**src/hw/rtl/lbs_pkg.sv**
```systemverilog
package lbs_pkg;

    // Size limits of the effective registers
    localparam int MAX_CANVAS_WIDTH  = 256;
    localparam int MAX_CANVAS_HEIGHT = 256;
    localparam int MAX_WINDOW_WIDTH  = 2048;
    localparam int MAX_WINDOW_HEIGHT = 2048;

    // Field and datapath widths
    localparam int CSZ_W       = 9;               // canvas size, 1..256
    localparam int WSZ_W       = 12;              // window size, 1..2048
    localparam int COORD_W     = 11;              // window coordinate
    localparam int ADDR_W      = 16;              // canvas address
    localparam int CHAN_W      = 8;               // one color channel
    localparam int PIX_W       = 3 * CHAN_W;      // packed RGB
    localparam int PROD_W      = CSZ_W + WSZ_W;   // canvas size times window size
    localparam int DIV_NUM_W   = PROD_W;
    localparam int DIV_DEN_W   = WSZ_W;
    localparam int DIV_CNT_W   = $clog2(DIV_NUM_W);
    localparam int CFG_INDEX_W = 2;
    localparam int CFG_DATA_W  = 12;
    localparam int QUEUE_DEPTH = 4;
    localparam int QPTR_W      = $clog2(QUEUE_DEPTH);

    // Operation codes of an input item
    localparam logic OP_WRITE = 1'b0;
    localparam logic OP_SCAN  = 1'b1;

    typedef enum logic [CFG_INDEX_W-1:0] {
        CFG_CANVAS_WIDTH,
        CFG_CANVAS_HEIGHT,
        CFG_WINDOW_WIDTH,
        CFG_WINDOW_HEIGHT
    } cfg_index_t;

    typedef struct packed {
        logic              op;
        logic [ADDR_W-1:0] pixel_index;
        logic [CHAN_W-1:0] red;
        logic [CHAN_W-1:0] green;
        logic [CHAN_W-1:0] blue;
    } in_item_t;

    typedef struct packed {
        logic [COORD_W-1:0] win_x;
        logic [COORD_W-1:0] win_y;
        logic [CHAN_W-1:0]  out_red;
        logic [CHAN_W-1:0]  out_green;
        logic [CHAN_W-1:0]  out_blue;
        logic               in_picture;
        logic               frame_end;
    } out_item_t;

    // One classified operation between front and back
    typedef struct packed {
        logic               is_scan;
        logic [ADDR_W-1:0]  addr;
        logic [PIX_W-1:0]   color;
        logic [COORD_W-1:0] win_x;
        logic [COORD_W-1:0] win_y;
        logic               in_picture;
        logic               frame_end;
    } q_entry_t;

    // Geometry results and accumulator start values
    typedef struct packed {
        logic               busy;
        logic               load;
        logic [CSZ_W-1:0]   cw;
        logic [CSZ_W-1:0]   ch;
        logic [WSZ_W-1:0]   ww;
        logic [WSZ_W-1:0]   wh;
        logic [COORD_W-1:0] x0;
        logic [COORD_W-1:0] y0;
        logic [WSZ_W-1:0]   dw;
        logic [WSZ_W-1:0]   dh;
        logic [CSZ_W-1:0]   qx;
        logic [CSZ_W-1:0]   rx;
        logic [CSZ_W-1:0]   qy;
        logic [CSZ_W-1:0]   ry;
        logic [CSZ_W-1:0]   init_sx;
        logic [WSZ_W-1:0]   init_rx;
        logic [CSZ_W-1:0]   init_sy;
        logic [WSZ_W-1:0]   init_ry;
    } geom_t;

    typedef enum logic [3:0] {
        G_IDLE,
        G_MUL,
        G_SIZE,
        G_OFFSET,
        G_STEP_X,
        G_STEP_Y,
        G_INIT_X,
        G_INIT_Y,
        G_LOAD
    } geom_state_t;

endpackage

```
**src/hw/rtl/lbs_front.sv**
```systemverilog
module lbs_front (
    input  logic                         clk,
    input  logic                         rst_n,
    input  logic                         item_valid,
    input  lbs_pkg::in_item_t            item,
    output logic                         item_ready,
    input  lbs_pkg::geom_t               geom,
    input  logic                         queue_full,
    output logic                         push,
    output lbs_pkg::q_entry_t            entry,
    output logic [lbs_pkg::COORD_W-1:0]  col,
    output logic [lbs_pkg::COORD_W-1:0]  row
);

    localparam int EXT_W = lbs_pkg::COORD_W + 2;
    localparam int ACC_W = lbs_pkg::WSZ_W + 1;

    logic [lbs_pkg::COORD_W-1:0] col_reg, col_next, row_reg, row_next;
    logic [lbs_pkg::CSZ_W-1:0]   sx_reg, sx_next, sy_reg, sy_next;
    logic [lbs_pkg::WSZ_W-1:0]   rxa_reg, rxa_next, rya_reg, rya_next;

    logic             is_scan;
    logic [EXT_W-1:0] x_end, y_end;
    logic             in_x, in_y;
    logic             last_col, last_row;
    logic [ACC_W-1:0] acc_x, acc_y, red_x, red_y;
    logic             carry_x, carry_y;

    assign item_ready = !queue_full && !geom.busy;
    assign push       = item_valid && item_ready;
    assign is_scan    = item.op == lbs_pkg::OP_SCAN;

    // Classify the current scan position
    assign x_end    = EXT_W'(geom.x0) + EXT_W'(geom.dw);
    assign y_end    = EXT_W'(geom.y0) + EXT_W'(geom.dh);
    assign in_x     = (col_reg >= geom.x0) && (EXT_W'(col_reg) < x_end);
    assign in_y     = (row_reg >= geom.y0) && (EXT_W'(row_reg) < y_end);
    assign last_col = (lbs_pkg::WSZ_W'(col_reg) + lbs_pkg::WSZ_W'(1)) >= geom.ww;
    assign last_row = (lbs_pkg::WSZ_W'(row_reg) + lbs_pkg::WSZ_W'(1)) >= geom.wh;

    // Step the source accumulators by quotient and remainder
    assign acc_x   = ACC_W'(rxa_reg) + ACC_W'(geom.rx);
    assign acc_y   = ACC_W'(rya_reg) + ACC_W'(geom.ry);
    assign carry_x = acc_x >= ACC_W'(geom.dw);
    assign carry_y = acc_y >= ACC_W'(geom.dh);
    assign red_x   = carry_x ? acc_x - ACC_W'(geom.dw) : acc_x;
    assign red_y   = carry_y ? acc_y - ACC_W'(geom.dh) : acc_y;

    // Build the queue entry
    always_comb
    begin
        entry.is_scan    = is_scan;
        entry.addr       = is_scan ?
                           lbs_pkg::ADDR_W'(sx_reg) +
                           lbs_pkg::ADDR_W'(sy_reg) * lbs_pkg::ADDR_W'(geom.cw) :
                           item.pixel_index;
        entry.color      = {item.red, item.green, item.blue};
        entry.win_x      = col_reg;
        entry.win_y      = row_reg;
        entry.in_picture = in_x && in_y;
        entry.frame_end  = last_col && last_row;
    end

    // Advance the scan position
    always_comb
    begin
        col_next = col_reg;
        row_next = row_reg;
        sx_next  = sx_reg;
        sy_next  = sy_reg;
        rxa_next = rxa_reg;
        rya_next = rya_reg;
        if (geom.load)
        begin
            sx_next  = geom.init_sx;
            rxa_next = geom.init_rx;
            sy_next  = geom.init_sy;
            rya_next = geom.init_ry;
        end
        else if (push && is_scan)
        begin
            if (last_col)
            begin
                col_next = '0;
                sx_next  = '0;
                rxa_next = '0;
                if (last_row)
                begin
                    row_next = '0;
                    sy_next  = '0;
                    rya_next = '0;
                end
                else
                begin
                    row_next = row_reg + lbs_pkg::COORD_W'(1);
                    if (in_y)
                    begin
                        sy_next  = sy_reg + geom.qy + lbs_pkg::CSZ_W'(carry_y);
                        rya_next = red_y[lbs_pkg::WSZ_W-1:0];
                    end
                end
            end
            else
            begin
                col_next = col_reg + lbs_pkg::COORD_W'(1);
                if (in_x)
                begin
                    sx_next  = sx_reg + geom.qx + lbs_pkg::CSZ_W'(carry_x);
                    rxa_next = red_x[lbs_pkg::WSZ_W-1:0];
                end
            end
        end
    end

    // Hold scan position and accumulators
    always_ff @(posedge clk or negedge rst_n)
    begin
        if (!rst_n)
        begin
            col_reg <= '0;
            row_reg <= '0;
            sx_reg  <= '0;
            sy_reg  <= '0;
            rxa_reg <= '0;
            rya_reg <= '0;
        end
        else
        begin
            col_reg <= col_next;
            row_reg <= row_next;
            sx_reg  <= sx_next;
            sy_reg  <= sy_next;
            rxa_reg <= rxa_next;
            rya_reg <= rya_next;
        end
    end

    assign col = col_reg;
    assign row = row_reg;

`ifndef ASSERT_OFF
    a_frame_wrap: assert property (@(posedge clk) disable iff (!rst_n)
        push && entry.is_scan && entry.frame_end |=> col_reg == '0 && row_reg == '0)
        else $error("scan did not return to origin after frame end");

    a_source_in_canvas: assert property (@(posedge clk) disable iff (!rst_n)
        push && entry.is_scan && entry.in_picture |-> sx_reg < geom.cw && sy_reg < geom.ch)
        else $error("source coordinate outside canvas");

    a_rem_x_bound: assert property (@(posedge clk) disable iff (!rst_n)
        !geom.busy && geom.dw != '0 |-> rxa_reg < geom.dw)
        else $error("column accumulator remainder out of range");

    a_rem_y_bound: assert property (@(posedge clk) disable iff (!rst_n)
        !geom.busy && geom.dh != '0 |-> rya_reg < geom.dh)
        else $error("row accumulator remainder out of range");
`endif

endmodule

```
**config.mk**
```make
export PLATFORM = sky130hd
export DESIGN_NAME = lbs_front
export DESIGN_NICKNAME = d
export VERILOG_FILES = /design/src/hw/rtl/lbs_pkg.sv /design/src/hw/rtl/lbs_front.sv
export SDC_FILE = /design/constraint.sdc
export NUM_CORES = 1
export LEC_CHECK = 0
export BUFFER_PORTS_ARGS = -buffer_cell sky130_fd_sc_hd__buf_4
export CAP_MARGIN = 30
export CORE_AREA = 10 10 211 213
export DETAILED_ROUTE_END_ITERATION = 8
export DIE_AREA = 0 0 221 223
export PLACE_DENSITY = 0.52
export SLEW_MARGIN = 20
export SYNTH_ARGS = -nofsm -noshare
export SYNTH_HDL_FRONTEND = slang
export SYNTH_SLANG_ARGS = --single-unit
```
**constraint.sdc**
```tcl
create_clock -name clk -period 6.55 [get_ports clk]
set_input_delay 0.3275 -clock clk [delete_from_list [all_inputs] [get_ports clk]]
set_output_delay 0.3275 -clock clk [all_outputs]
set_load 0.005 [all_outputs]
```
Word level (Yosys, flattened, before mapping):

Cells that the tools add are included.

* register bits after elaboration: 64
* input bits: 213
* output and inout port bits: 89
* logic and storage cells: 71

* $add $sub $neg: 15
* multiply operators: 1
* order comparisons: 8
* mux-type cells: 23
* bitwise gates (word level): 1
* reductions and logical operators: 17

Operator list (number)
* $mux W12: 11
* $mux W9: 9
* $add A11 B12 Y13: 2
* $add A12 B9 Y13: 2
* $ge A13 B12 Y1: 2
* $lt A11 B13 Y1: 2
* $add A11 B1 Y12 const B: 2
* $ge A12 B12 Y1: 2
* $sub A12 B12 Y12: 2
* $add A11 B1 Y11 const B: 2
* $ge A11 B11 Y1: 2
* $mux W11: 2
* $add A9 B1 Y9: 2
* $add A9 B9 Y9: 2
* $add A9 B16 Y16: 1
* $mul A9 B9 Y16: 1
* $mux W16: 1
* $logic_and A1 B1 Y1: 7
* $reduce_and A3 Y1: 2
* $reduce_bool A3 Y1: 2
* $reduce_and A2 Y1: 2
* $reduce_bool A2 Y1: 2
* $logic_not A1 Y1: 2
* $not A1 Y1: 1

Longest topological paths before layout:

* word-level depth: 8
* mapped depth: 27
* mapped depth without buffers: 26

Least setup slack after synthesis:

No wires, ideal clock.

* path type: register to register
* start point: register rxa_reg[0] in the netlist's numbering
* end point: register sx_reg[6] in the netlist's numbering
* data arrival time: 5301 ps
* required time: 6425 ps
* setup slack: 1124 ps
* cell stages (with the launch flop): 28
* buffers on the path: 1
* path through: dfrtp_1 > ha_1 > fa_1 > a211oi_1 > nor2_1 > o31ai_1 > nand2b_1 > a21oi_1 > xnor2_1 > ha_1 > nand2_1 > a21oi_1 > o21ai_1 > a21boi_1 > o221ai_1 > nand2_1 > buf_2 > inv_1 > fa_1 > fa_1 > nor2b_1 > o21ai_0 > a21boi_0 > o21ai_0 > nor2b_1 > xnor2_1 > a22o_1 > mux2_4

* longest elaborated chain between the ends: 7

Ends and longest elaborated chain
* start, declared: RTL line lbs_front.sv:20 `logic [lbs_pkg::WSZ_W-1:0] rxa_reg, rxa_next, rya_reg, rya_next;`
* start signal, assigned: RTL line lbs_front.sv:133 `rxa_reg <= rxa_next;`
* $add A12 B9 Y13: RTL line lbs_front.sv:42 `assign acc_x = ACC_W'(rxa_reg) + ACC_W'(geom.rx);`
* $ge A13 B12 Y1: RTL line lbs_front.sv:44 `assign carry_x = acc_x >= ACC_W'(geom.dw);`
* $add A9 B1 Y9: RTL line lbs_front.sv:108 `sx_next = sx_reg + geom.qx + lbs_pkg::CSZ_W'(carry_x);`
* $mux W9: RTL line lbs_front.sv:106 `if (in_x)`
* $mux W9: RTL line lbs_front.sv:82 `if (last_col)`
* $mux W9: RTL line lbs_front.sv:80 `else if (push && is_scan)`
* $mux W9: RTL line lbs_front.sv:73 `if (geom.load)`
* end signal, assigned: RTL line lbs_front.sv:131 `sx_reg <= sx_next;`
* end, declared: RTL line lbs_front.sv:19 `logic [lbs_pkg::CSZ_W-1:0] sx_reg, sx_next, sy_reg, sy_next;`

Every way passes these cells. The select of a mux whose other input is x is not followed.
A chain may end at the register's enable or synchronous reset.

==> reports/qor.txt <==
status -> completed
max cap viols -> 0
clock root cell -> clkbuf_16
port buffer count -> 244
fraction of registers with async set/reset -> 1.00
Final Hold Vio Count -> 0
Die Area -> 49,300 µm²
post-route insts no fill -> 2,143
DR iter-0 viols -> 390
Setup Fix Bufs, Post-CTS -> 0
1st-pass router iterations -> 5
Layout fillers -> 4,284
Die Span Y -> 223 µm
Net Count, Synth -> 1,895
Final setup viols -> 0
top_reg_cell synth -> dfrtp_1
RSZ-0062 raised after global routing -> no
Max Clock Skew -> 0.0107 ns
Tcrit/Tclk final -> 0.910
Layout Nets -> 2,073
starting density of the core -> 0.296
Routed WL -> 36.9 mm
post-synthesis cell area -> 12,000 µm²
Multi-input gate area -> 9140 µm²
max-slew violations -> 0
crit-path max FO -> 11
Fmax -> 0.168 GHz
post-route minimum period -> 5.96 ns
sequential cell area fraction in the yosys report -> 0.134
largest net degree at the start of global routing -> 65
most common library cell in the layout ignoring fill and taps -> buf_4
initial antenna violation count -> 3
Avg Cell Area, Syn -> 8.37 µm²
CTS clk-pin slew, worst paths -> 0.06 ns
setup TNS -> 0 ns
share of cells above drive strength 1 -> 0.196
Power Density -> 299 nW/µm²
P_leak -> 0.00733 µW
HPWL after DPL -> 30.9 mm
Inserted Clock Buffers -> 9
CP endpoint kind -> primary output
worst min path class -> in -> reg
row cnt -> 74
FF+latch area -> 1600 µm²
gpl congestion -> 0.825
die width -> 221 µm
CTS H-tree depth -> 3
CTS Buffer Depth -> 2
most frequent cells in the layout -> 251 x buf_4, 190 x ha_1, 188 x inv_1
io pins -> 302
worst path required time -> 6.22 ns
Slew headroom -> 0.478
CTS tree -> built
VDD IR max -> 0.000260 V
CP Data Arrival Time -> 5.63 ns
drt drc -> 0
Area Growth Syn to Fin -> 19.8%
Tot Pwr -> 4290 µW
Post-DRT Antenna Nets -> 0
post-CTS sizing -> 0
Syn Inst Count -> 1,428
hold buffer count at cts -> 0
GRT Residual Overflow -> 0
first-pass GRT wire length -> 59.4 mm
number of global-route vias before repair -> 10,900
number of diodes -> 0
clk_lat worst skew -> 0.36 ns
clock sink count -> 64
vias per cell -> 4.91
Cells after DPL -> 2,125
number of distinct library cells after synthesis -> 77
worst-margin pin slew -> 0.781 ns
Core Area -> 40,400 µm²
gr usage total -> 0.147
Vias -> 10,500
#FFs+latches synth -> 64
DR WL/cell -> 17.2 µm
type of origin of the critical path -> flop
Ys Warns -> 0
EDFF count, synth -> 0
Worst Setup Path Type -> reg -> out
-- cell families (layout without fill, tap and decap cells) --
logic type	after synthesis	in the layout	synth area share
flip-flops	64	64	0.134
adder cells (fa/ha/maj)	254	254	0.306
buffers and inverters	274	457	0.103
XOR/XNOR	93	93	0.0681
multiplexers	61	61	0.0564
AO/OA/AOI/OAI	313	313	0.181
AND/OR/NAND/NOR	369	369	0.151
-- stage by stage --
step / instance area [µm²] / util / hold slack, ns / setup WS [ns]
after detailed placement: 14000 / 0.347 / 0.540 / 0.675
after global placement: 14000 / 0.347 / 0.534 / 0.752
after floorplan: 12000 / - / 0.0319 / 1.12
after CTS: 14300 / 0.354 / 0.154 / 0.597
final: 14300 / 0.355 / 0.175 / 0.592
after global routing: 14300 / 0.355 / 0.178 / 0.183
-- power by group --
part | internal [µW] | switching, µW | total (µW)
Clock | 297 | 213 | 510
Sequential | 443 | 87.7 | 531
Combinational | 1660 | 1590 | 3250
Total | 2400 | 1890 | 4290
-- layer usage --
layer  part of all wire  wire, µm  GRT usage
met1               0.46     17200      0.188
met2               0.48     17900      0.254
met3              0.043      1580     0.0307
met4             0.0070       259     0.0214
met5             0.0014        50          0
-- synth_stat cells, types with 5 or more instances --
library cell,count,area share
nor2_1,53,0.017
ha_1,190,0.20
a31oi_1,5,0.0026
o221ai_1,13,0.0095
or3_1,9,0.0047
o21ai_0,63,0.026
nand4_1,10,0.0052
nand2b_1,7,0.0037
a22o_1,5,0.0037
o31ai_1,14,0.0088
o211ai_1,8,0.0050
a211oi_1,16,0.010
mux2_2,19,0.018
inv_1,188,0.059
o21bai_1,9,0.0057
a21o_1,21,0.013
mux2_4,8,0.010
clkbuf_1,29,0.0091
mux2i_1,34,0.028
xor2_1,30,0.022
xnor2_1,63,0.046
o22ai_1,13,0.0068
a21boi_0,7,0.0044
buf_4,48,0.030
and2_1,36,0.019
dfrtp_1,64,0.13
a21oi_1,64,0.027
nor4_1,7,0.0037
nand2_1,131,0.041
o21a_1,20,0.013
nor2b_1,29,0.015
nor3_1,27,0.011
a221o_1,5,0.0042
fa_1,64,0.11
and3_1,15,0.0078
nand3_1,28,0.012
-- worst max-delay path: stages (launching register included) --
cell and delay, ns:
dfrtp_1 0.62, nand2_1 0.15, fa_1 0.56, inv_1 0.05
fa_1 0.46, ha_1 0.31, inv_1 0.06, fa_1 0.52
inv_1 0.05, fa_1 0.45, ha_1 0.36, or2_2 0.31
a21oi_1 0.27, a21oi_1 0.16, a311oi_1 0.45, xnor2_1 0.11
mux2_2 0.27, buf_4 0.13
-- path summary, 6_finish.rpt --
kind	cells past startpoint	endpoint	slack, ns	startpoint
setup / recovery	17	entry[61]	0.59	sy_reg[4]
hold / removal	3	sy_reg[7]	0.18	geom[19]
setup reg to reg	26	sx_reg[8]	0.77	rxa_reg[0]
hold reg to reg	1	sx_reg[4]	0.56	sx_reg[4]
max in group asynchronous	3	rya_reg[0]	5.54	rst_n
min in group asynchronous	2	col[7]	0.45	rst_n
-- cell type report --
type / instances / area share
Sequential cell: 64 / 0.112
Multi-Input combinational cell: 1090 / 0.638
Tap cell: 532 / 0.0465
Inverter: 188 / 0.0493
Clock buffer: 10 / 0.0160
Clock inverter: 6 / 0.00480
Timing Repair Buffer: 253 / 0.134
Power figures use the tool's default switching activity.
