## src/hw/rtl/lbs_pkg.sv

```systemverilog
package lbs_pkg;

    // Size limits of the effective registers
    localparam int MAX_CANVAS_WIDTH  = 256;
    localparam int MAX_CANVAS_HEIGHT = 256;
    localparam int MAX_WINDOW_WIDTH  = 2048;
    localparam int MAX_WINDOW_HEIGHT = 2048;

    // Field and datapath widths
    localparam int CSZ_W       = 9;               // canvas size, 1..256
    localparam int WSZ_W       = 12;              // window size, 1..2048
    localparam int COORD_W     = 11;              // window coordinate
    localparam int ADDR_W      = 16;              // canvas address
    localparam int CHAN_W      = 8;               // one color channel
    localparam int PIX_W       = 3 * CHAN_W;      // packed RGB
    localparam int PROD_W      = CSZ_W + WSZ_W;   // canvas size times window size
    localparam int DIV_NUM_W   = PROD_W;
    localparam int DIV_DEN_W   = WSZ_W;
    localparam int DIV_CNT_W   = $clog2(DIV_NUM_W);
    localparam int CFG_INDEX_W = 2;
    localparam int CFG_DATA_W  = 12;
    localparam int QUEUE_DEPTH = 4;
    localparam int QPTR_W      = $clog2(QUEUE_DEPTH);

    // Operation codes of an input item
    localparam logic OP_WRITE = 1'b0;
    localparam logic OP_SCAN  = 1'b1;

    typedef enum logic [CFG_INDEX_W-1:0] {
        CFG_CANVAS_WIDTH,
        CFG_CANVAS_HEIGHT,
        CFG_WINDOW_WIDTH,
        CFG_WINDOW_HEIGHT
    } cfg_index_t;

    typedef struct packed {
        logic              op;
        logic [ADDR_W-1:0] pixel_index;
        logic [CHAN_W-1:0] red;
        logic [CHAN_W-1:0] green;
        logic [CHAN_W-1:0] blue;
    } in_item_t;

    typedef struct packed {
        logic [COORD_W-1:0] win_x;
        logic [COORD_W-1:0] win_y;
        logic [CHAN_W-1:0]  out_red;
        logic [CHAN_W-1:0]  out_green;
        logic [CHAN_W-1:0]  out_blue;
        logic               in_picture;
        logic               frame_end;
    } out_item_t;

    // One classified operation between front and back
    typedef struct packed {
        logic               is_scan;
        logic [ADDR_W-1:0]  addr;
        logic [PIX_W-1:0]   color;
        logic [COORD_W-1:0] win_x;
        logic [COORD_W-1:0] win_y;
        logic               in_picture;
        logic               frame_end;
    } q_entry_t;

    // Geometry results and accumulator start values
    typedef struct packed {
        logic               busy;
        logic               load;
        logic [CSZ_W-1:0]   cw;
        logic [CSZ_W-1:0]   ch;
        logic [WSZ_W-1:0]   ww;
        logic [WSZ_W-1:0]   wh;
        logic [COORD_W-1:0] x0;
        logic [COORD_W-1:0] y0;
        logic [WSZ_W-1:0]   dw;
        logic [WSZ_W-1:0]   dh;
        logic [CSZ_W-1:0]   qx;
        logic [CSZ_W-1:0]   rx;
        logic [CSZ_W-1:0]   qy;
        logic [CSZ_W-1:0]   ry;
        logic [CSZ_W-1:0]   init_sx;
        logic [WSZ_W-1:0]   init_rx;
        logic [CSZ_W-1:0]   init_sy;
        logic [WSZ_W-1:0]   init_ry;
    } geom_t;

    typedef enum logic [3:0] {
        G_IDLE,
        G_MUL,
        G_SIZE,
        G_OFFSET,
        G_STEP_X,
        G_STEP_Y,
        G_INIT_X,
        G_INIT_Y,
        G_LOAD
    } geom_state_t;

endpackage

```

## src/hw/rtl/lbs_queue.sv

```systemverilog
module lbs_queue (
    input  logic               clk,
    input  logic               rst_n,
    input  logic               push,
    input  lbs_pkg::q_entry_t  push_data,
    input  logic               pop,
    output lbs_pkg::q_entry_t  head,
    output logic               head_valid,
    output logic               full
);

    lbs_pkg::q_entry_t            slots [lbs_pkg::QUEUE_DEPTH];
    logic [lbs_pkg::QPTR_W-1:0]   wr_ptr_reg, rd_ptr_reg;
    logic [lbs_pkg::QPTR_W:0]     count_reg, count_next;

    assign head       = slots[rd_ptr_reg];
    assign head_valid = count_reg != '0;
    assign full       = count_reg == (lbs_pkg::QPTR_W + 1)'(lbs_pkg::QUEUE_DEPTH);

    always_comb
    begin
        count_next = count_reg;
        if (push && !pop)
        begin
            count_next = count_reg + (lbs_pkg::QPTR_W + 1)'(1);
        end
        else if (pop && !push)
        begin
            count_next = count_reg - (lbs_pkg::QPTR_W + 1)'(1);
        end
    end

    // Advance pointers and occupancy
    always_ff @(posedge clk or negedge rst_n)
    begin
        if (!rst_n)
        begin
            wr_ptr_reg <= '0;
            rd_ptr_reg <= '0;
            count_reg  <= '0;
        end
        else
        begin
            if (push)
            begin
                wr_ptr_reg <= wr_ptr_reg + lbs_pkg::QPTR_W'(1);
            end
            if (pop)
            begin
                rd_ptr_reg <= rd_ptr_reg + lbs_pkg::QPTR_W'(1);
            end
            count_reg <= count_next;
        end
    end

    // Store the pushed entry
    always_ff @(posedge clk)
    begin
        if (push)
        begin
            slots[wr_ptr_reg] <= push_data;
        end
    end

endmodule

```

## config.mk

```make
export PLATFORM = sky130hd
export DESIGN_NAME = lbs_queue
export DESIGN_NICKNAME = d
export VERILOG_FILES = /design/src/hw/rtl/lbs_pkg.sv /design/src/hw/rtl/lbs_queue.sv
export SDC_FILE = /design/constraint.sdc
export NUM_CORES = 1
export LEC_CHECK = 0
export CAP_MARGIN = 20
export CORE_ASPECT_RATIO = 1.75
export CORE_MARGIN = 5
export CORE_UTILIZATION = 30
export CTS_CLUSTER_SIZE = 30
export DETAILED_ROUTE_END_ITERATION = 10
export DONT_BUFFER_PORTS = 1
export RECOVER_POWER = 100
export SLEW_MARGIN = 30
export SYNTH_ARGS = -nofsm -noshare
export SYNTH_HDL_FRONTEND = slang
export SYNTH_SLANG_ARGS = --single-unit
```

## constraint.sdc

```tcl
create_clock -name clk -period 3.13 [get_ports clk]
set_clock_uncertainty 0.2 [all_clocks]
set_input_delay 0.1565 -clock clk [delete_from_list [all_inputs] [get_ports clk]]
set_output_delay 0.1565 -clock clk [all_outputs]
set_load 0.01 [all_outputs]
```

Word level (Yosys, flattened, before mapping)
Memories as Yosys holds them, arrays and structs flattened.
Cells that the tools add are included.
{ "totals": {"regBits": 7, "memories": 1, "ram_bits": 260, "inputBits": 69} }
{ "classes": {"n_mux": 4, "reduce_logical": 6, "add_sub_neg": 4, "n_eq_ne": 1} }
{ "mem_list": {"columns": ["memory", "words", "width", "read_ports", "rd_ports_with_merged_regs", "write_ports", "line", "source"], "rows": [
  ["slots", 4, 65, 1, 0, 1, "lbs_queue.sv:12", "lbs_pkg::q_entry_t slots [lbs_pkg::QUEUE_DEPTH];"]
]} }
{ "op_table": {"columns": ["cell", "count"], "rows": [
  ["$mux 3", 2],
  ["$add 2x1->2 const B", 2],
  ["$add 3x1->3 const B", 1],
  ["$eq 3x3->1 const B", 1],
  ["$reduce_bool 3->1", 1],
  ["$sub 3x1->3 const B", 1],
  ["$logic_and 1x1->1", 2],
  ["$logic_not 1->1", 2],
  ["$mux 1", 2],
  ["$reduce_bool 2->1", 1]
]} }

Longest topological paths before layout
Gate-level depths: netlist of run 1.
{ "depth": {"ltp_word": 4, "ltp_mapped": 7, "ltp_nobuf": 7} }

Least setup slack after synthesis of run 1
Ideal clock, no wire load.
{ "synth_timing": {"path_type": "flip-flop to flip-flop", "start": "register wr_ptr_reg[0] in the netlist's numbering", "end": "memory slots[2][0] in the netlist's numbering (enable)", "setup_time_ns": 0.430, "required_time_ns": 2.500, "setup_slack_ns": 0.357, "t_arrival_ns": 2.143, "path_stages_with_launch": 4, "path_cell_list": "dfrtp_1 inv_1 ha_1 and2_1"} }
{ "synth_lines": {"columns": ["element", "line", "source"], "rows": [
  ["start: declaration", "lbs_queue.sv:13", "logic [lbs_pkg::QPTR_W-1:0] wr_ptr_reg, rd_ptr_reg;"],
  ["start signal: assignment", "lbs_queue.sv:46", "wr_ptr_reg <= wr_ptr_reg + lbs_pkg::QPTR_W'(1);"],
  ["end: declaration", "lbs_queue.sv:12", null]
]} }
Straight into the memory's write port.

==> results.md, run 1 <==
- Final slew viol count: 0
- CTS tree: yes
- Power Density: 898 nW/um^2
- Setup bufs post-CTS: 0
- Nets@finish: 542
- Max incr delay on CP: 760 ps
- Slowest stage cell, crit path: dfrtp_4
- Total Power: 10.6 mW
- Dpl ws: 967 ps
- Setup violators final: 0
- Final GP Congestion: 0.702
- Max reg flops: 260
- RR Startpoint: wr_ptr_reg[0]$_DFFE_PN0P_
- Total number of vias: 4064
- CP Capture Type: output pin
- Final Hold Fails: 0
- Least-Margin Pin Slew: 1170 ps
- Avg Inst Size Synth: 26.2 sq um
- Crit path setup slack, layout: 363 ps
- Number of port buffers: 0
- Final Cycle Share: 0.884
- Initial core utilization: 0.303
- Final setup TNS: 0 ps
- Mapped Cells: 374
- Terminus of the critical flop-to-flop path: slots[2][13]$_DFFE_PP_
- CP max FO: 33
- Most used DFF post-synth: edfxtp_1
- Yosys Warn Count: 0
- Seq/Total Area, Yosys: 0.814
- Routed length per placed instance: 21.2 um
- Top-count cell post-synth: edfxtp_1
- Post-synth EDFFs: 260
- Worst path required time: 2770 ps
- Num rows: 87
- Initial antenna violation count: 5
- CTS buffer count: 25
- Worst Hold Class: primary input to flop
- CTS max path bufs: 3
- DRT Pass-1 Iters: 4
- Status: finished, final reports clean
- Vias in the first global route: 4692
- Top cell type's share of synthesized area: 0.796
- Area contributors post-synth: edfxtp_1, mux4_2, dfrtp_1, buf_12, ha_1
- Largest net degree at the start of global routing: 40
- Later-pin clock latency in the skew report: 520 ps
- Share of cells above drive strength 1: 0.252
- Iter 0 DRT Violations: 203
- Hold Path End: slots[1][64]$_DFFE_PP_
- CTS Sinks: 267
- Syn nets: 449
- Vias/cell: 4.58
- Die Span Y: 249 um
- Startpoint type of the worst setup path: flop
- Grt total ovfl: 0
- RSZ-0062 raised after global routing: no
- Final core occ: 0.365
- FF-to-FF setup slack: 490 ps
- Chip width: 147 um
- CP arrival: 2410 ps
- Clk slew on worst S/H paths: 60 ps
- Max-slew headroom: 0.221
- Post-Route WL: 18800 um
- Minimum clock period: 2770 ps
- VDD IR-drop max: 486 uV
- FMAX: 0.361 GHz
- Maxcap violations: 0
- Unique masters post-synth: 20
- DP Wirelength: 11900 um
- H-tree depth: 1
- CP cell instances: buf_6 > mux4_2
- Post-DRT Antenna Nets: 0
- Total I/O pin count: 136
- Lkg Pwr: 3.76 nW
- Area leader, netlist: edfxtp_1
- Global-route wire length before repair: 28500 um
- Global Route Usage Sum: 0.102
- Worst Hold Launch: push_data[64]
- Synth Register Bits: 267
- FF-to-FF path depth: 4
- Syn-to-layout area delta: 20.4%
- Area of the core: 32300 sq um
- Synth async-reset ratio: 0.0262
- Hold depth: 1
- Top cells by count, synth: edfxtp_1, mux4_2, dfrtp_1
- Crit path kind: flop to output pin
- Mapped Area: 9810 sq um
- DRC viols: 0
- Die area: 36600 sq um
- Clock root buffer: clkbuf_16
cells by family (layout without fill, tap and decap cells):
logic type	Yosys count	in the layout	share of synthesized area
compound gates	1	1	0.000510
buf+inv	19	130	0.0165
other cells	0	3	0
mux	66	66	0.150
fa+ha+maj	6	6	0.00842
flops	267	267	0.814
simple gates	9	9	0.00510
xor+xnor	6	6	0.00536
stage by stage:
| step | hold slack, ps | std cells | area (sq um) |
|---|---|---|---|
| after floorplan | -339 | 374 | 9810 |
| after global placement | -339 | 771 | 10300 |
| after detailed placement | -339 | 771 | 10300 |
| after CTS | 37.0 | 885 | 11800 |
| after global routing | 128 | 888 | 11800 |
| final | 149 | 888 | 11800 |
layout make-up:
type / count / area [sq um]
Antenna cell: 3 / 7.51
Clock buffer: 29 / 651
Clock inverter: 16 / 199
Fill cell: 2891 / 20500
Inverter: 4 / 15.0
Multi-Input combinational cell: 88 / 1670
Sequential cell: 267 / 7990
Tap cell: 400 / 500
Timing Repair Buffer: 81 / 777
power by group:
part	internal, mW	leakage [nW]	switching (mW)
registers	4.69	2.47	0.373
clock network	1.83	0.421	1.25
logic	1.08	0.870	1.39
repair_timing:
action | in CTS | in global routing
hold endpoints to repair | 337 | 0
hold buffers | 69 | 0
setup endpoints to repair | 0 | 0
gates resized for setup | 0 | 0
layout by cell type, fill, tap and decap left out, drive strengths merged, types with 2 or more instances in the layout:
cell type / count
xor2: 4
edfxtp: 260
buf: 5
and2: 4
nand2: 2
dlygate4sd3: 69
diode: 3
bufinv: 4
xnor2: 2
dfrtp: 7
mux4: 65
clkbuf: 36
clkinv: 9
ha: 5
inv: 7
worst max path at each step:
stage                              start                     end  cells after the start  slack [ps]
6_report       rd_ptr_reg[0]$_DFFE_PN0P_                head[32]                      2         360
5_1_grt        rd_ptr_reg[0]$_DFFE_PN0P_                head[27]                      2         170
4_1_cts        rd_ptr_reg[0]$_DFFE_PN0P_                 head[1]                      2         400
3_5_place_dp   wr_ptr_reg[0]$_DFFE_PN0P_  slots[2][13]$_DFFE_PP_                      4         970
3_3_place_gp   rd_ptr_reg[0]$_DFFE_PN0P_                head[34]                      2         990
2_1_floorplan  wr_ptr_reg[0]$_DFFE_PN0P_   slots[2][0]$_DFFE_PP_                      3         360
worst max-delay path, delay by kind of cell (launching register included):
family                 cells  cell delay, ps
buffers and inverters      1             460
multiplexers               1             630
flip-flops                 1             760
layer usage:
layer | wire length, um | vias to the layer above | global-route usage
met5 | 21 | - | 0
met4 | 733 | 4 | 0.0484
met3 | 1070 | 43 | 0.0220
met2 | 10400 | 115 | 0.191
met1 | 6570 | 2121 | 0.107
li1 | - | 1781 | -
No activity file was read; power rests on OpenSTA's default activity.
==> inputs of run 2 (changes only) <==
- PLACE_DENSITY: unset -> 0.5
==> results.md, run 2 (synthesis results as in run 1) <==
- Maxcap violations: 0 (unchanged)
- CTS resizes: 0 (unchanged)
- Post-DRT Antenna Nets: 0 (unchanged)
- CP arrival: 2440 ps (+30 ps)
- CTS Sinks: 267 (unchanged)
- RR Startpoint: wr_ptr_reg[0]$_DFFE_PN0P_
- Initial antenna violation count: 1 (-4)
- Share of cells above drive strength 1: 0.243 (-0.00881)
- Final GP Congestion: 0.720 (+2.6%)
- CTS buffer count: 25 (unchanged)
- Vias/cell: 4.58 (about the same)
- Chip width: 147 um (unchanged)
- Syn-to-layout area delta: 19.7%
- DRC viols: 0 (unchanged)
- H-tree depth: 1 (unchanged)
- DP Wirelength: 12000 um (about the same)
- Clock power frac: 0.274 (-0.017)
- Final setup TNS: 0 ps (unchanged)
- Reg area: 7990 sq um (unchanged)
- FMAX: 0.358 GHz (-1.0%)
- Final slew viol count: 0 (unchanged)
- Setup violators final: 0 (unchanged)
- Most frequent cells in the layout: edfxtp_1, dlygate4sd3_1, mux4_2
- Max incr delay on CP: 930 ps (+170 ps)
- Slowest stage cell, crit path: dfrtp_4
- Die Span Y: 249 um (unchanged)
- Comb power frac: 0.240 (+0.008)
- Worst Hold Class: primary input to flop
- Total I/O pin count: 136 (unchanged)
- Num rows: 87 (unchanged)
- CP Capture Type: output pin
- M1 GR Usage: 0.111 (+0.00408)
- Startpoint type of the worst setup path: flop
- CP cell instances: clkbuf_2 > mux4_2
- WHS: 144 ps (-4.57 ps)
- Clock root buffer: clkbuf_16
- Delay-heaviest family, CP: flip-flops
- Minimum clock period: 2800 ps (+28.9 ps)
- Routed length per placed instance: 22.3 um (+5.3%)
- Number of port buffers: 0 (unchanged)
- Die area: 36600 sq um (unchanged)
- FF-to-FF path depth: 4 (unchanged)
- CTS max path bufs: 3 (unchanged)
- Worst Hold Launch: push_data[47]
- Final core occ: 0.363 (-0.00217)
- Total number of vias: 4040 (-0.59%)
- Hold_buf cts: 69 (unchanged)
- Least-Margin Pin Slew: 1050 ps (-122 ps)
- Global Route met2 Usage: 0.208 (+0.0172)
- VDD IR-drop max: 437 uV (-10%)
- Final Hold Fails: 0 (unchanged)
- RSZ-0062 raised after global routing: no
- FF-to-FF setup slack: 370 ps (-120 ps)
- Area of the core: 32300 sq um (unchanged)
- Hold Path End: slots[3][47]$_DFFE_PP_
- Max reg flops: 260 (unchanged)
- Power Internal: 7.42 mW (-2.4%)
- Final Cycle Share: 0.893 (+0.00923)
- Initial core utilization: 0.303 (unchanged)
- Setup bufs post-CTS: 0 (unchanged)
- Iter 0 DRT Violations: 212 (+4.4%)
- Nets@finish: 539 (-0.55%)
- Clk slew on worst S/H paths: 60 ps (about the same)
- Largest net degree at the start of global routing: 67 (+68%)
- Multi-input logic area: 1670 sq um (unchanged)
- CTS tree: yes
- DRT Pass-1 Iters: 4 (unchanged)
- Most common cell after layout, fill and taps aside: edfxtp_1
- DP Cell Count: 767 (-0.52%)
- Power Density: 891 nW/um^2 (-0.80%)
- Global Route Usage Sum: 0.108 (+0.00557)
- Global-route wire length before repair: 29700 um (+4.4%)
- Worst Path Buf+Inv: 1 (unchanged)
- Terminus of the critical flop-to-flop path: slots[2][46]$_DFFE_PP_
- Sw Pwr: 3.04 mW (+1.1%)
- Later-pin clock latency in the skew report: 520 ps (about the same)
- Filler cell count: 2912 (+0.73%)
- Worst path required time: 2770 ps (about the same)
- Crit path kind: flop to output pin
- Vias in the first global route: 4618 (-1.6%)
- Status: finished, final reports clean
- Hold depth: 1 (unchanged)
- Grt total ovfl: 0 (unchanged)
- Sw frac: 0.291 (+0.00701)
- Seq pwr share: 0.486 (+0.009)
- Final cell count without fillers: 883 (-0.56%)
- Global routing usage on met3: 0.0248 (+0.00273)
- Post-Route WL: 19700 um (+4.7%)
- Max-slew headroom: 0.303 (+0.0816)
- Grt peak-use layer: met2
- Lkg Pwr: 3.72 nW (-1.0%)
- CP max FO: 33 (unchanged)
==> run 2: worst max path at each step <==
stage,startpoint,end,slack (ps),cells past startpoint
6_report,rd_ptr_reg[0]$_DFFE_PN0P_,head[42],330,2
4_1_cts,rd_ptr_reg[0]$_DFFE_PN0P_,head[10],220,2
5_1_grt,rd_ptr_reg[0]$_DFFE_PN0P_,head[42],130,2
3_3_place_gp,rd_ptr_reg[0]$_DFFE_PN0P_,head[2],840,2
2_1_floorplan,wr_ptr_reg[0]$_DFFE_PN0P_,slots[2][0]$_DFFE_PP_,360,3
3_5_place_dp,rd_ptr_reg[0]$_DFFE_PN0P_,head[10],800,2
==> run 2: per-stage QoR <==
| stage | instance area (sq um) | setup slack, ps | total power, mW |
|---|---|---|---|
| after floorplan | 9810 | 357 | 7.04 |
| after global placement | 10300 | 842 | 7.63 |
| after detailed placement | 10300 | 799 | 7.73 |
| after CTS | 11800 | 217 | 10.8 |
| after global routing | 11700 | 131 | 11.0 |
| final | 11700 | 334 | 10.5 |
==> run 2: worst register-to-register path: cells and delay by family (launching register included) <==
kind,cells,cell delay (ps)
simple gates,1,810
fa+ha+maj,1,140
flops,1,420
buf+inv,2,800
==> run 2: layout make-up <==
type	count	area share
sequential	267	0.681
multi-input combinational	88	0.142
timing repair buffer	78	0.0667
clock buffer	27	0.0539
tap	400	0.0426
clock inverter	18	0.0124
inverter	4	0.00128
antenna	1	0.000213
==> run 2: power by group through the flow <==
stage | Combinational [mW] | Sequential (mW) | Clock (mW)
3_3_place_gp | 2.38 | 5.25 | 0
6_report | 2.51 | 5.08 | 2.87
4_1_cts | 2.55 | 5.22 | 2.99
5_1_grt | 2.71 | 5.17 | 3.13
2_1_floorplan | 2.15 | 4.89 | 0
3_5_place_dp | 2.43 | 5.30 | 0
==> run 2: layer usage <==
metal  vias to the layer above  share of wire
met3                        25          0.053
met1                      2138           0.34
met2                       102           0.58
met4                         0          0.024
li1                       1775              -
met5                         -              0
==> inputs of run 3 (changes only) <==
- PLACE_DENSITY: 0.5 -> 0.51
- clock period: 3.13 -> 2.5 ns (I/O delays scaled with it)
==> results.md, run 3 (synthesis results as in run 1) <==
- Status: finished, final reports clean
- Post-DRT Antenna Nets: 0 (unchanged)
- CTS max path bufs: 3 (unchanged)
- Final core occ: 0.364 (+0.00108)
- Setup violators final: 0 (unchanged)
- Final GP Congestion: 0.659 (-8.5%)
- Clock power frac: 0.277 (+0.003)
- Worst Hold Class: primary input to flop
- Comb power frac: 0.248 (+0.008)
- DP Wirelength: 11400 um (-4.9%)
- Total I/O pin count: 136 (unchanged)
- Max reg flops: 260 (unchanged)
- Die area: 36600 sq um (unchanged)
- Global-route wire length before repair: 27700 um (-6.7%)
- DRC viols: 0 (unchanged)
- Crit path kind: flop to output pin
- H-tree depth: 1 (unchanged)
- Startpoint type of the worst setup path: flop
- Final slew viol count: 0 (unchanged)
- FMAX: 0.427 GHz
- Share of cells above drive strength 1: 0.240 (-0.00307)
- CTS resizes: 0 (unchanged)
- Chip width: 147 um (unchanged)
- VDD IR-drop max: 658 uV (+50%)
- Initial antenna violation count: 5 (+4)
- Power Internal: 9.42 mW (+27%)
- Worst path required time: 2170 ps (-600 ps)
- Most common cell after layout, fill and taps aside: edfxtp_1
- Final Cycle Share: 0.937
- Routed length per placed instance: 20.9 um (-6.5%)
- DRT Pass-1 Iters: 4 (unchanged)
- FF-to-FF setup slack: 190 ps (-180 ps)
- Nets@finish: 543 (+0.74%)
- Seq pwr share: 0.474 (-0.012)
- Global Route Usage Sum: 0.0995 (-0.00829)
- Num rows: 87 (unchanged)
- Least-Margin Pin Slew: 1180 ps (+136 ps)
- Vias/cell: 4.58 (about the same)
- Post-Route WL: 18500 um (-6.3%)
- Clock root buffer: clkbuf_16
- Iter 0 DRT Violations: 189 (-11%)
- CP max FO: 36 (+9.1%)
- CP arrival: 2020 ps (-420 ps)
- DP Cell Count: 769 (+0.26%)
- Final cell count without fillers: 885 (+0.23%)
- CP Capture Type: output pin
- Sw frac: 0.282 (-0.00848)
- Initial core utilization: 0.303 (unchanged)
- Syn-to-layout area delta: 20.0%
- Most frequent cells in the layout: edfxtp_1, dlygate4sd3_1, mux4_2
- Later-pin clock latency in the skew report: 520 ps (about the same)
- CTS Sinks: 267 (unchanged)
- CTS buffer count: 25 (unchanged)
- Max-slew headroom: 0.212 (-0.0908)
- Area of the core: 32300 sq um (unchanged)
- Maxcap violations: 0 (unchanged)
- RSZ-0062 raised after global routing: no
- Largest net degree at the start of global routing: 66 (-1.5%)
- Number of port buffers: 0 (unchanged)
- Total number of vias: 4051 (+0.27%)
- Lkg Pwr: 3.73 nW (+0.25%)
- Grt total ovfl: 0 (unchanged)
- Die Span Y: 249 um (unchanged)
- Total Power: 13.1 mW (+25%)
- Vias in the first global route: 4526 (-2.0%)
- Sw Pwr: 3.70 mW (+22%)
- Final setup TNS: 0 ps (unchanged)
- Power Density: 1110 nW/um^2 (+25%)
- Final Hold Fails: 0 (unchanged)
- Clk slew on worst S/H paths: 60 ps (about the same)
- CTS tree: yes
- Minimum clock period: 2340 ps
run 3: worst max-delay path, stage by stage (launching register included):
cell     delay [ps]
dfrtp_4         750
buf_12          290
mux4_2          410
run 3: cell type report:
| class | count | area (sq um) |
|---|---|---|
| diodes | 1 | 2.50 |
| well taps | 400 | 500 |
| inverters | 4 | 15.0 |
| clock buffers | 27 | 633 |
| multi-input cells | 88 | 1670 |
| fillers | 2917 | 20600 |
| clock inverters | 16 | 154 |
| flip-flops and latches | 267 | 7990 |
| repair buffers | 82 | 813 |
run 3: metal layers:
layer	track usage	vias up	routed length (um)
met4	0.0388	6	517
met1	0.108	2125	6610
li1	-	1782	-
met5	0	-	41
met3	0.0277	36	1100
met2	0.182	102	10200
run 3: final timing paths:
check,to,depth (start not counted),from
max,head[17],2,rd_ptr_reg[1]$_DFFE_PN0P_
min,slots[0][44]$_DFFE_PP_,1,push_data[44]
max reg2reg,slots[2][12]$_DFFE_PP_,4,wr_ptr_reg[0]$_DFFE_PN0P_
min reg2reg,count_reg[2]$_DFFE_PN0P_,1,count_reg[2]$_DFFE_PN0P_
max in group asynchronous,rd_ptr_reg[1]$_DFFE_PN0P_,2,rst_n
min in group asynchronous,wr_ptr_reg[0]$_DFFE_PN0P_,2,rst_n
run 3: power groups by stage:
stage	clock network [mW]	logic, mW	registers (mW)
floorplan	0	2.69	6.09
global placement	0	3.23	6.31
detailed placement	0	3.28	6.36
CTS	3.79	3.52	6.22
global route	3.95	3.53	6.31
finish	3.64	3.26	6.23
run 3: repair_timing:
item / 4_1_cts / 5_1_grt
buffers inserted: 3 / 0
hold buffers: 69 / 0
hold endpoints to repair: 418 / 0
setup endpoints to repair: 2 / 0
run 3: metrics by stage:
| stage | instance area (sq um) | setup WS (ps) | hold slack, ps |
|---|---|---|---|
| global route | 11800 | 30.1 | 81.2 |
| CTS | 11800 | 72.7 | 64.8 |
| floorplan | 9810 | 433 | -371 |
| detailed placement | 10300 | 577 | -370 |
| finish | 11800 | 158 | 103 |
| global placement | 10300 | 593 | -370 |
